**src/hw/rtl/irt_pkg.sv**
```systemverilog
// irt_pkg: types and constants shared by the ipv6 reassembly tracker modules
// no dependencies

package irt_pkg;

    localparam int unsigned SLOT_W = 3;

    typedef struct packed {
        logic        func;
        logic [31:0] now_ms;
        logic [31:0] ident;
        logic [63:0] src_hi;
        logic [63:0] src_lo;
        logic [63:0] dst_hi;
        logic [63:0] dst_lo;
        logic [12:0] frag_units;
        logic        more_flag;
        logic [15:0] payload_len;
        logic [15:0] unfrag_len;
        logic [7:0]  next_hdr;
    } irt_in_t;

    typedef struct packed {
        logic [2:0]  status;
        logic [2:0]  slot;
        logic [16:0] write_offset;
        logic [15:0] write_length;
        logic [15:0] datagram_payload_len;
        logic [7:0]  out_next_hdr;
        logic        last;
    } irt_out_t;

    typedef enum logic [2:0] {
        ST_UNFRAG   = 3'd0,
        ST_STORED   = 3'd1,
        ST_COMPLETE = 3'd2,
        ST_DUP      = 3'd3,
        ST_GAP      = 3'd4,
        ST_TOOBIG   = 3'd5,
        ST_NOSLOT   = 3'd6,
        ST_TIMEOUT  = 3'd7
    } irt_status_t;

    typedef enum logic [1:0] {
        CFG_TIMEOUT = 2'd0,
        CFG_MAXLEN  = 2'd1
    } irt_cfg_idx_t;

    typedef enum logic [1:0] {
        BK_IDLE  = 2'd0,
        BK_SCAN  = 2'd1,
        BK_EMIT  = 2'd2
    } irt_bk_state_t;

    // classified item handed from front to back
    typedef struct packed {
        irt_in_t     item;
        logic        unfrag;
        logic [17:0] total;
        logic [16:0] off;
        logic [16:0] frag_end;
    } irt_cmd_t;

endpackage

```
**src/hw/rtl/irt_front.sv**
```systemverilog
// irt_front: input stage, classifies items and precomputes lengths
// depends on irt_pkg

module irt_front (
    input  logic              aclk,
    input  logic              aresetn,
    input  logic              s_valid,
    output logic              s_ready,
    input  irt_pkg::irt_in_t  s_data,
    output logic              q_valid,
    input  logic              q_ready,
    output irt_pkg::irt_cmd_t q_cmd
);
    import irt_pkg::*;

    // two-entry queue toward the back end
    irt_cmd_t   mem_reg [2];
    logic       wp_reg, wp_next, rp_reg, rp_next;
    logic [1:0] cnt_reg, cnt_next;
    irt_cmd_t   cmd;
    logic       push, pop;

    always_comb begin
        cmd.item     = s_data;
        cmd.unfrag   = (s_data.frag_units == 13'd0) && !s_data.more_flag;
        cmd.off      = {1'b0, s_data.frag_units, 3'b000};
        cmd.frag_end = cmd.off + {1'b0, s_data.payload_len};
        cmd.total    = {1'b0, cmd.frag_end} + {2'b00, s_data.unfrag_len};
    end

    assign s_ready = (cnt_reg != 2'd2);
    assign push    = s_valid && s_ready;
    assign q_valid = (cnt_reg != 2'd0);
    assign pop     = q_valid && q_ready;
    assign q_cmd   = mem_reg[rp_reg];

    always_comb begin
        wp_next  = push ? ~wp_reg : wp_reg;
        rp_next  = pop ? ~rp_reg : rp_reg;
        cnt_next = cnt_reg + {1'b0, push} - {1'b0, pop};
    end

    always_ff @(posedge aclk) begin
        if (!aresetn) begin
            wp_reg  <= 1'b0;
            rp_reg  <= 1'b0;
            cnt_reg <= 2'd0;
        end else begin
            wp_reg  <= wp_next;
            rp_reg  <= rp_next;
            cnt_reg <= cnt_next;
        end
    end

    always_ff @(posedge aclk) begin
        if (push) begin
            mem_reg[wp_reg] <= cmd;
        end
    end

endmodule

```
**src/hw/rtl/irt_back.sv**
```systemverilog
// irt_back: slot table, one slot compared per cycle while no expiry result waits on a busy output, result generation
// depends on irt_pkg

module irt_back #(
    parameter int unsigned NUM_SLOTS = 8
) (
    input  logic              aclk,
    input  logic              aresetn,
    input  logic              q_valid,
    output logic              q_ready,
    input  irt_pkg::irt_cmd_t q_cmd,
    input  logic [31:0]       timeout_ms,
    input  logic [15:0]       max_len,
    output logic              m_valid,
    input  logic              m_ready,
    output irt_pkg::irt_out_t m_data
);
    import irt_pkg::*;

    localparam int unsigned IW = (NUM_SLOTS > 1) ? $clog2(NUM_SLOTS) : 1;
    localparam int unsigned CW = $clog2(NUM_SLOTS + 1);
    localparam int unsigned MAX_OUT = 8;

    logic [NUM_SLOTS-1:0] valid_reg, valid_next;
    logic [31:0]  s_ident  [NUM_SLOTS];
    logic [63:0]  s_shi    [NUM_SLOTS];
    logic [63:0]  s_slo    [NUM_SLOTS];
    logic [63:0]  s_dhi    [NUM_SLOTS];
    logic [63:0]  s_dlo    [NUM_SLOTS];
    logic [31:0]  s_start  [NUM_SLOTS];
    logic [16:0]  s_nxt    [NUM_SLOTS];
    logic [16:0]  s_len    [NUM_SLOTS];

    irt_bk_state_t st_reg, st_next;
    irt_cmd_t      cmd_reg;
    logic [CW-1:0] idx_reg, idx_next;
    logic          hit_reg, hit_next;
    logic [IW-1:0] hit_idx_reg, hit_idx_next;
    logic          fr_reg, fr_next;
    logic [IW-1:0] fr_idx_reg, fr_idx_next;
    logic [3:0]    nexp_reg, nexp_next;

    irt_out_t      out_reg, out_next;
    logic          ov_reg, ov_next;
    // pending expiry result, emitted when the next one is found or scan ends
    irt_out_t      pend_reg, pend_next;
    logic          pv_reg, pv_next;

    logic [IW-1:0] cur;
    logic          scan_done, out_free, cur_match, cur_exp;
    logic [31:0]   age;

    logic          wr_alloc, wr_upd;
    logic [IW-1:0] wr_idx;
    logic [16:0]   new_len, new_nxt;

    assign cur       = idx_reg[IW-1:0];
    assign scan_done = (idx_reg == CW'(NUM_SLOTS));
    assign out_free  = !ov_reg || m_ready;
    assign q_ready   = (st_reg == BK_IDLE);
    assign m_valid   = ov_reg;
    assign m_data    = out_reg;
    assign age       = cmd_reg.item.now_ms - s_start[cur];
    assign cur_match = valid_reg[cur] && s_ident[cur] == cmd_reg.item.ident
                       && s_shi[cur] == cmd_reg.item.src_hi
                       && s_slo[cur] == cmd_reg.item.src_lo
                       && s_dhi[cur] == cmd_reg.item.dst_hi
                       && s_dlo[cur] == cmd_reg.item.dst_lo;
    assign cur_exp   = valid_reg[cur] && (age >= timeout_ms);

    always_comb begin
        st_next = st_reg;
        unique case (st_reg)
            BK_IDLE: begin
                if (q_valid) begin
                    st_next = BK_SCAN;
                end
            end
            BK_SCAN: begin
                if (cmd_reg.item.func) begin
                    if (out_free && (scan_done || nexp_reg == 4'(MAX_OUT))) begin
                        st_next = BK_IDLE;
                    end
                end else if (cmd_reg.unfrag || scan_done) begin
                    st_next = BK_EMIT;
                end
            end
            BK_EMIT: begin
                if (out_free) begin
                    st_next = BK_IDLE;
                end
            end
            default: st_next = BK_IDLE;
        endcase
    end

    always_comb begin
        idx_next     = idx_reg;
        hit_next     = hit_reg;
        hit_idx_next = hit_idx_reg;
        fr_next      = fr_reg;
        fr_idx_next  = fr_idx_reg;
        nexp_next    = nexp_reg;
        valid_next   = valid_reg;
        out_next     = out_reg;
        ov_next      = ov_reg && !m_ready;
        pend_next    = pend_reg;
        pv_next      = pv_reg;
        wr_alloc     = 1'b0;
        wr_upd       = 1'b0;
        wr_idx       = hit_idx_reg;
        new_len      = '0;
        new_nxt      = '0;
        unique case (st_reg)
            BK_IDLE: begin
                idx_next  = '0;
                hit_next  = 1'b0;
                fr_next   = 1'b0;
                nexp_next = '0;
                pv_next   = 1'b0;
            end
            BK_SCAN: begin
                if (cmd_reg.item.func) begin
                    if (scan_done || nexp_reg == 4'(MAX_OUT)) begin
                        if (out_free && pv_reg) begin
                            out_next      = pend_reg;
                            out_next.last = 1'b1;
                            ov_next       = 1'b1;
                            pv_next       = 1'b0;
                        end
                    end else if (out_free || !pv_reg) begin
                        if (cur_exp) begin
                            valid_next[cur] = 1'b0;
                            if (pv_reg) begin
                                out_next = pend_reg;
                                ov_next  = 1'b1;
                            end
                            pend_next = '0;
                            pend_next.status = ST_TIMEOUT;
                            pend_next.slot   = 3'(cur);
                            pv_next   = 1'b1;
                            nexp_next = nexp_reg + 4'd1;
                        end
                        idx_next = idx_reg + CW'(1);
                    end
                end else if (!cmd_reg.unfrag && !scan_done) begin
                    if (cur_match && !hit_reg) begin
                        hit_next     = 1'b1;
                        hit_idx_next = cur;
                    end
                    if (!valid_reg[cur] && !fr_reg) begin
                        fr_next     = 1'b1;
                        fr_idx_next = cur;
                    end
                    idx_next = idx_reg + CW'(1);
                end
            end
            BK_EMIT: begin
                if (out_free) begin
                    ov_next  = 1'b1;
                    out_next = '0;
                    out_next.last = 1'b1;
                    if (cmd_reg.unfrag) begin
                        out_next.status = ST_UNFRAG;
                    end else if (cmd_reg.total > {2'b00, max_len}) begin
                        out_next.status = ST_TOOBIG;
                        if (hit_reg) begin
                            out_next.slot = 3'(hit_idx_reg);
                            valid_next[hit_idx_reg] = 1'b0;
                        end
                    end else if (!hit_reg && !fr_reg) begin
                        out_next.status = ST_NOSLOT;
                    end else if (hit_reg && cmd_reg.off < s_nxt[hit_idx_reg]) begin
                        out_next.status = ST_DUP;
                        out_next.slot   = 3'(hit_idx_reg);
                    end else if (hit_reg && cmd_reg.off > s_nxt[hit_idx_reg]) begin
                        out_next.status = ST_GAP;
                        out_next.slot   = 3'(hit_idx_reg);
                        valid_next[hit_idx_reg] = 1'b0;
                    end else begin
                        // accepted: new slot starts at offset 0, length unfrag_len; both raised to frag_end, total
                        wr_idx   = hit_reg ? hit_idx_reg : fr_idx_reg;
                        wr_alloc = !hit_reg;
                        wr_upd   = 1'b1;
                        new_len  = hit_reg ? s_len[hit_idx_reg]
                                           : {1'b0, cmd_reg.item.unfrag_len};
                        new_nxt  = hit_reg ? s_nxt[hit_idx_reg] : 17'd0;
                        if ({1'b0, new_len} < cmd_reg.total) begin
                            new_len = cmd_reg.total[16:0];
                        end
                        if (cmd_reg.frag_end > new_nxt) begin
                            new_nxt = cmd_reg.frag_end;
                        end
                        out_next.slot         = 3'(wr_idx);
                        out_next.write_offset = 17'(cmd_reg.item.unfrag_len) + cmd_reg.off;
                        out_next.write_length = cmd_reg.item.payload_len;
                        if (cmd_reg.item.more_flag) begin
                            out_next.status = ST_STORED;
                            valid_next[wr_idx] = 1'b1;
                        end else begin
                            out_next.status = ST_COMPLETE;
                            valid_next[wr_idx] = 1'b0;
                            out_next.datagram_payload_len =
                                (new_len >= 17'd40) ? 16'(new_len - 17'd40) : 16'd0;
                            out_next.out_next_hdr = cmd_reg.item.next_hdr;
                        end
                    end
                end
            end
            default: ;
        endcase
    end

    always_ff @(posedge aclk) begin
        if (!aresetn) begin
            st_reg    <= BK_IDLE;
            valid_reg <= '0;
            ov_reg    <= 1'b0;
            pv_reg    <= 1'b0;
            idx_reg   <= '0;
            hit_reg   <= 1'b0;
            fr_reg    <= 1'b0;
            nexp_reg  <= '0;
        end else begin
            st_reg    <= st_next;
            valid_reg <= valid_next;
            ov_reg    <= ov_next;
            pv_reg    <= pv_next;
            idx_reg   <= idx_next;
            hit_reg   <= hit_next;
            fr_reg    <= fr_next;
            nexp_reg  <= nexp_next;
        end
    end

    always_ff @(posedge aclk) begin
        hit_idx_reg <= hit_idx_next;
        fr_idx_reg  <= fr_idx_next;
        out_reg     <= out_next;
        pend_reg    <= pend_next;
        if (st_reg == BK_IDLE && q_valid) begin
            cmd_reg <= q_cmd;
        end
        if (wr_upd) begin
            s_len[wr_idx] <= new_len;
            s_nxt[wr_idx] <= new_nxt;
        end
        if (wr_alloc) begin
            s_ident[wr_idx] <= cmd_reg.item.ident;
            s_shi[wr_idx]   <= cmd_reg.item.src_hi;
            s_slo[wr_idx]   <= cmd_reg.item.src_lo;
            s_dhi[wr_idx]   <= cmd_reg.item.dst_hi;
            s_dlo[wr_idx]   <= cmd_reg.item.dst_lo;
            s_start[wr_idx] <= cmd_reg.item.now_ms;
        end
    end

endmodule

```
**src/hw/rtl/ipv6_reassembly_tracker_unit.sv**
```systemverilog
// Ipv6 fragment reassembly tracker: a front stage takes and classifies items into a
// two-entry queue; a back end walks the slot table one slot per cycle, skipping it for
// unfragmented items, and a tick's walk holds while an expiry result waits on a busy
// output and stops after MAX_OUT expiries; the slot walk sets the rate. Results leave
// through a register. Depends on irt_pkg, irt_front, irt_back.

module ipv6_reassembly_tracker_unit #(
    parameter int unsigned NUM_SLOTS = 8
) (
    input  logic              aclk,
    input  logic              aresetn,
    input  logic              s_valid,
    output logic              s_ready,
    input  irt_pkg::irt_in_t  s_data,
    output logic              m_valid,
    input  logic              m_ready,
    output irt_pkg::irt_out_t m_data,
    input  logic              cfg_valid,
    output logic              cfg_ready,
    input  logic [1:0]        cfg_index,
    input  logic [31:0]       cfg_data
);
    import irt_pkg::*;

    logic        q_valid, q_ready;
    irt_cmd_t    q_cmd;
    logic [31:0] timeout_reg;
    logic [15:0] maxlen_reg;

    assign cfg_ready = 1'b1;

    always_ff @(posedge aclk) begin
        if (!aresetn) begin
            timeout_reg <= 32'd60000;
            maxlen_reg  <= 16'd1280;
        end else if (cfg_valid) begin
            unique case (cfg_index)
                CFG_TIMEOUT: timeout_reg <= cfg_data;
                CFG_MAXLEN:  maxlen_reg  <= cfg_data[15:0];
                default: ;
            endcase
        end
    end

    irt_front u_front (
        .aclk    (aclk),
        .aresetn (aresetn),
        .s_valid (s_valid),
        .s_ready (s_ready),
        .s_data  (s_data),
        .q_valid (q_valid),
        .q_ready (q_ready),
        .q_cmd   (q_cmd)
    );

    irt_back #(.NUM_SLOTS(NUM_SLOTS)) u_back (
        .aclk       (aclk),
        .aresetn    (aresetn),
        .q_valid    (q_valid),
        .q_ready    (q_ready),
        .q_cmd      (q_cmd),
        .timeout_ms (timeout_reg),
        .max_len    (maxlen_reg),
        .m_valid    (m_valid),
        .m_ready    (m_ready),
        .m_data     (m_data)
    );

endmodule
```
**config.mk**
```make
export PLATFORM = sky130hd
export DESIGN_NAME = ipv6_reassembly_tracker_unit
export DESIGN_NICKNAME = d
export VERILOG_FILES = /design/src/hw/rtl/irt_pkg.sv /design/src/hw/rtl/irt_front.sv /design/src/hw/rtl/irt_back.sv /design/src/hw/rtl/ipv6_reassembly_tracker_unit.sv
export SDC_FILE = /design/constraint.sdc
export NUM_CORES = 2
export LEC_CHECK = 0
export BUFFER_PORTS_ARGS = -buffer_cell sky130_fd_sc_hd__buf_2
export CORE_MARGIN = 4
export CORE_UTILIZATION = 45
export CTS_CLUSTER_SIZE = 10
export DETAILED_ROUTE_END_ITERATION = 6
export GPL_ROUTABILITY_DRIVEN = 0
export MAX_ROUTING_LAYER = met4
export SETUP_SLACK_MARGIN = 0.02
export SLEW_MARGIN = 25
export SYNTH_ARGS = -nofsm -noshare
export SYNTH_HDL_FRONTEND = slang
export SYNTH_SLANG_ARGS = --single-unit
```
**constraint.sdc**
```tcl
create_clock -name aclk -period 26.7 [get_ports aclk]
set_clock_uncertainty 0.15 [all_clocks]
set_input_delay 1.335 -clock aclk [delete_from_list [all_inputs] [get_ports aclk]]
set_output_delay 1.335 -clock aclk [all_outputs]
set_load 0.05 [all_outputs]
```
==> results.txt <==
In the routed layout, each cell is associated on average with a via count of 5.73. The clock edge transition at the registers on the reported setup and hold paths is 60 ps. Counting instances in the post-synthesis netlist gives the leading cell types as edfxtp_1, mux2_2, mux2i_1. The mux cell area share after synthesis works out to 13.8%. For the overall via count from detail_route, the log shows 80.4k. The checks that failed: DRC. For the worst max-slew margin expressed relative to the limit, the log shows 28.9%. The share of synthesized flip-flops with an asynchronous set or reset is 0%, and the portion of synthesized cell area occupied by the leading cell type is 75.5%.

Setup total negative slack on the finished layout was measured at 0 ps. The tools report the via count of the first global-routing pass as 83.8k. Of the cells placed in the final design, the portion with a size suffix greater than 1 is 24.6%.

The run gives 1 as the count of unresolved DRC violations after routing. In the synthesized netlist the dominant register cell turns out to be edfxtp_1. By area, the combinational part of the netlist is dominated by multiplexers. The highest net fanout along the worst path was 113; the total wire length after detailed routing was 403,000 um. The deepest level of the CTS H-tree came out at 5.

The initial antenna violation count was 36. The mean post-synth cell area was 19.7 um2; the area of the core was 363,000 um2. For this design the top-level I/O count stands at 481.

The initialized floorplan defines 221 standard-cell rows. At the end of the flow, the number of nets in the layout was 9,678. Worst hold path class: register to register.

The worst setup path is captured at a register. The number of enable-type register cells in the synthesized netlist was 4,129. The netlist uses 85 different library cells. For this run, the register share of the synthesized area comes to 76.5%. At the worst endpoint, the arrival time is 8130 ps. Cell accounting for the most synthesized area: edfxtp_1. The first routing iteration left 7,408 violations.

Ranked by total cell area, the synthesized netlist is headed by edfxtp_1, mux4_2, mux2_2, mux2i_1, ha_1. The final critical-path required period came out at 7640 ps. Detailed placement finished with a half-perimeter wire length of 246,000 um. The full die area was 375,000 um2; the setup violation total in the final timing report was 0. The number of buffer cells added on primary ports was 479.

For this design the ratio of total power to cell area is 95.9 nW/um2. In this run the post-CTS setup repair buffer count came out at 0. Start-to-end type of the worst setup path: register to register. In this run, CTS created clock tree buffers numbering 468. The number of nets handed over by synthesis was 8,915.

The number of flip-flops in the largest register is 816, and the max-slew violation total from the final report is 0. The setup check on the worst reg-to-reg path leaves a slack of 19,060 ps. Total iterations of the first detailed-routing run: 7. The flow ran to the end, but the final reports show violations. After clock tree synthesis, the repair step resized 0 gates. After Yosys synthesis, and, or, nand and nor cells account for 2.34% of the synthesized area. The die is 612 um wide.

The run gives 0 as the final hold violation count. In the global route stage, overall resource usage came out at 21.8%. From bottom edge to top edge, the die measures 612 um. Summed over all layers, the global routing overflow is 0. The worst setup path is launched from a register.

The tree is rooted in a clkbuf_16. The count of hold buffers inserted by post-cts repair was 0; the count of non-filler cells in the finished layout was 14.0k. The count of nets left with antenna violations once routing finished came out at 0. The maximum vdd drop came out at 87.0 uV. The post-route clock period utilization came out at 28.6%. In this run the deepest clock path goes through 4 buffers. The compound-cell area share of the yosys netlist came out at 3.29%. Data on the critical path is required at its endpoint by 27,190 ps. In this run the cell area of the synthesized design comes to 164,000 um2. The clock net in this run drives a total of 4,209 sinks. Total placed cells including tap cells: 13.4k. The cell count after synthesis came out at 8,319.

The number of storage elements in the synthesis netlist came out at 4,209. The Yosys step of the flow raised 0 warnings. The most frequent cell after synthesis was edfxtp_1. The run gives 1030 ps as the insertion delay of the later-clocked pin in the worst-skew pair. The tools report the maximum number of pins on one net before global-route repair as 127. The signed area change from the synthesized netlist to the final layout works out to 12.9%. Setup repair after global routing left no endpoint under its margin.

The synthesized netlist devotes 1.22% of its cell area to XOR and XNOR gates. TritonCTS built the clock tree. Summing the areas of all fa, ha and maj instances in the mapped netlist gives 1.41% of the synthesized area. Leakage component of the power: 58.6 nW. The first-pass GRT wire length is 582,000 um. After detailed routing, the average wire length per cell comes to 28.7 um.

The reported max-cap violation count was 0; the starting utilization of the core area was 45.3%. For the pin with the worst max-slew slack, the measured transition is 1060 ps. Static timing analysis puts the maximum clock frequency at 131 MHz.
[cell type report]
class	instances	area, um2
fill	28800	177000
sequential	4209	126000
multi-input combinational	3623	36600
clock buffer	574	12300
tap	4794	6000
timing repair buffer	631	3790
inverter	149	564
clock inverter	34	479
antenna	30	75.1
[per-layer routing]
metal  track usage, %  part of all wire, %  vias up
li1                 -                    -    35000
met1             29.1                   42    42200
met2             35.4                   49     2611
met3             3.06                  6.1      638
met4             6.15                  2.9        0
met5                -                    0        -
[per-stage QoR]
step	util, %	power [mW]	hold WS, ps	area (um2)	setup WS, ps
3_3_place_gp	47.5	12.3	308	172000	18930
3_5_place_dp	47.5	12.3	312	172000	18990
5_1_grt	51.1	18.5	293	185000	18610
6_report	51.1	17.8	319	185000	19060
2_1_floorplan	-	11.2	293	164000	5140
4_1_cts	51.1	17.9	239	185000	18950
[power by group]
part           internal (mW)  leakage, nW  total [mW]  switching [mW]
Sequential              8.41         37.7        9.19           0.778
Combinational           1.07         14.7        3.00            1.93
Clock                   3.19         6.18        5.59            2.40
Total                   12.7         58.6        17.8            5.10
[critical path, cell delays in order (launching register included)]
cell and delay, ps:
dfxtp_4 590, buf_12 550, buf_4 780, buf_4 840
buf_12 570, mux2_2 280, o22ai_1 80, o21ai_0 790
o31ai_1 180, nor4_1 480, nand2_1 240, or4_1 630
or4_4 680, inv_1 160
[path summary, 6_finish.rpt]
kind                           end             from  cells after the start
max reg2reg  u_back.hit_idx_reg[1]         register                     13
min                timeout_reg[19]  timeout_reg[19]                      2
min reg2reg        timeout_reg[19]  timeout_reg[19]                      2
max          u_back.hit_idx_reg[1]         register                     13
[logic make-up (layout without fill, tap and decap cells)]
group / Yosys count / count (layout)
AO/OA/AOI/OAI: 805 / 805
buffers and inverters: 487 / 1388
flip-flops: 4209 / 4209
XOR/XNOR: 228 / 228
adder cells (fa/ha/maj): 182 / 182
multiplexers: 1597 / 1597
other: 1 / 31
AND/OR/NAND/NOR: 810 / 810
[cells in the final DEF (no fill, tap or decap), drive strengths merged, types with 47 or more instances in the layout]
master / synthesis / final
edfxtp: 4129 / 4129
buf: 212 / 631
mux2: 584 / 584
clkbuf: 126 / 574
mux2i: 535 / 535
mux4: 478 / 478
nor2: 256 / 256
nand2: 214 / 214
ha: 178 / 178
inv: 147 / 158
o21ai: 149 / 149
a21oi: 134 / 134
xnor2: 128 / 128
a22oi: 114 / 114
xor2: 100 / 100
o22ai: 95 / 95
dfxtp: 80 / 80
nand4: 57 / 57
nor3: 56 / 56
a221oi: 48 / 48
a21boi: 48 / 48
nor4: 47 / 47
Note: power is estimated with default switching activity, not from simulation.
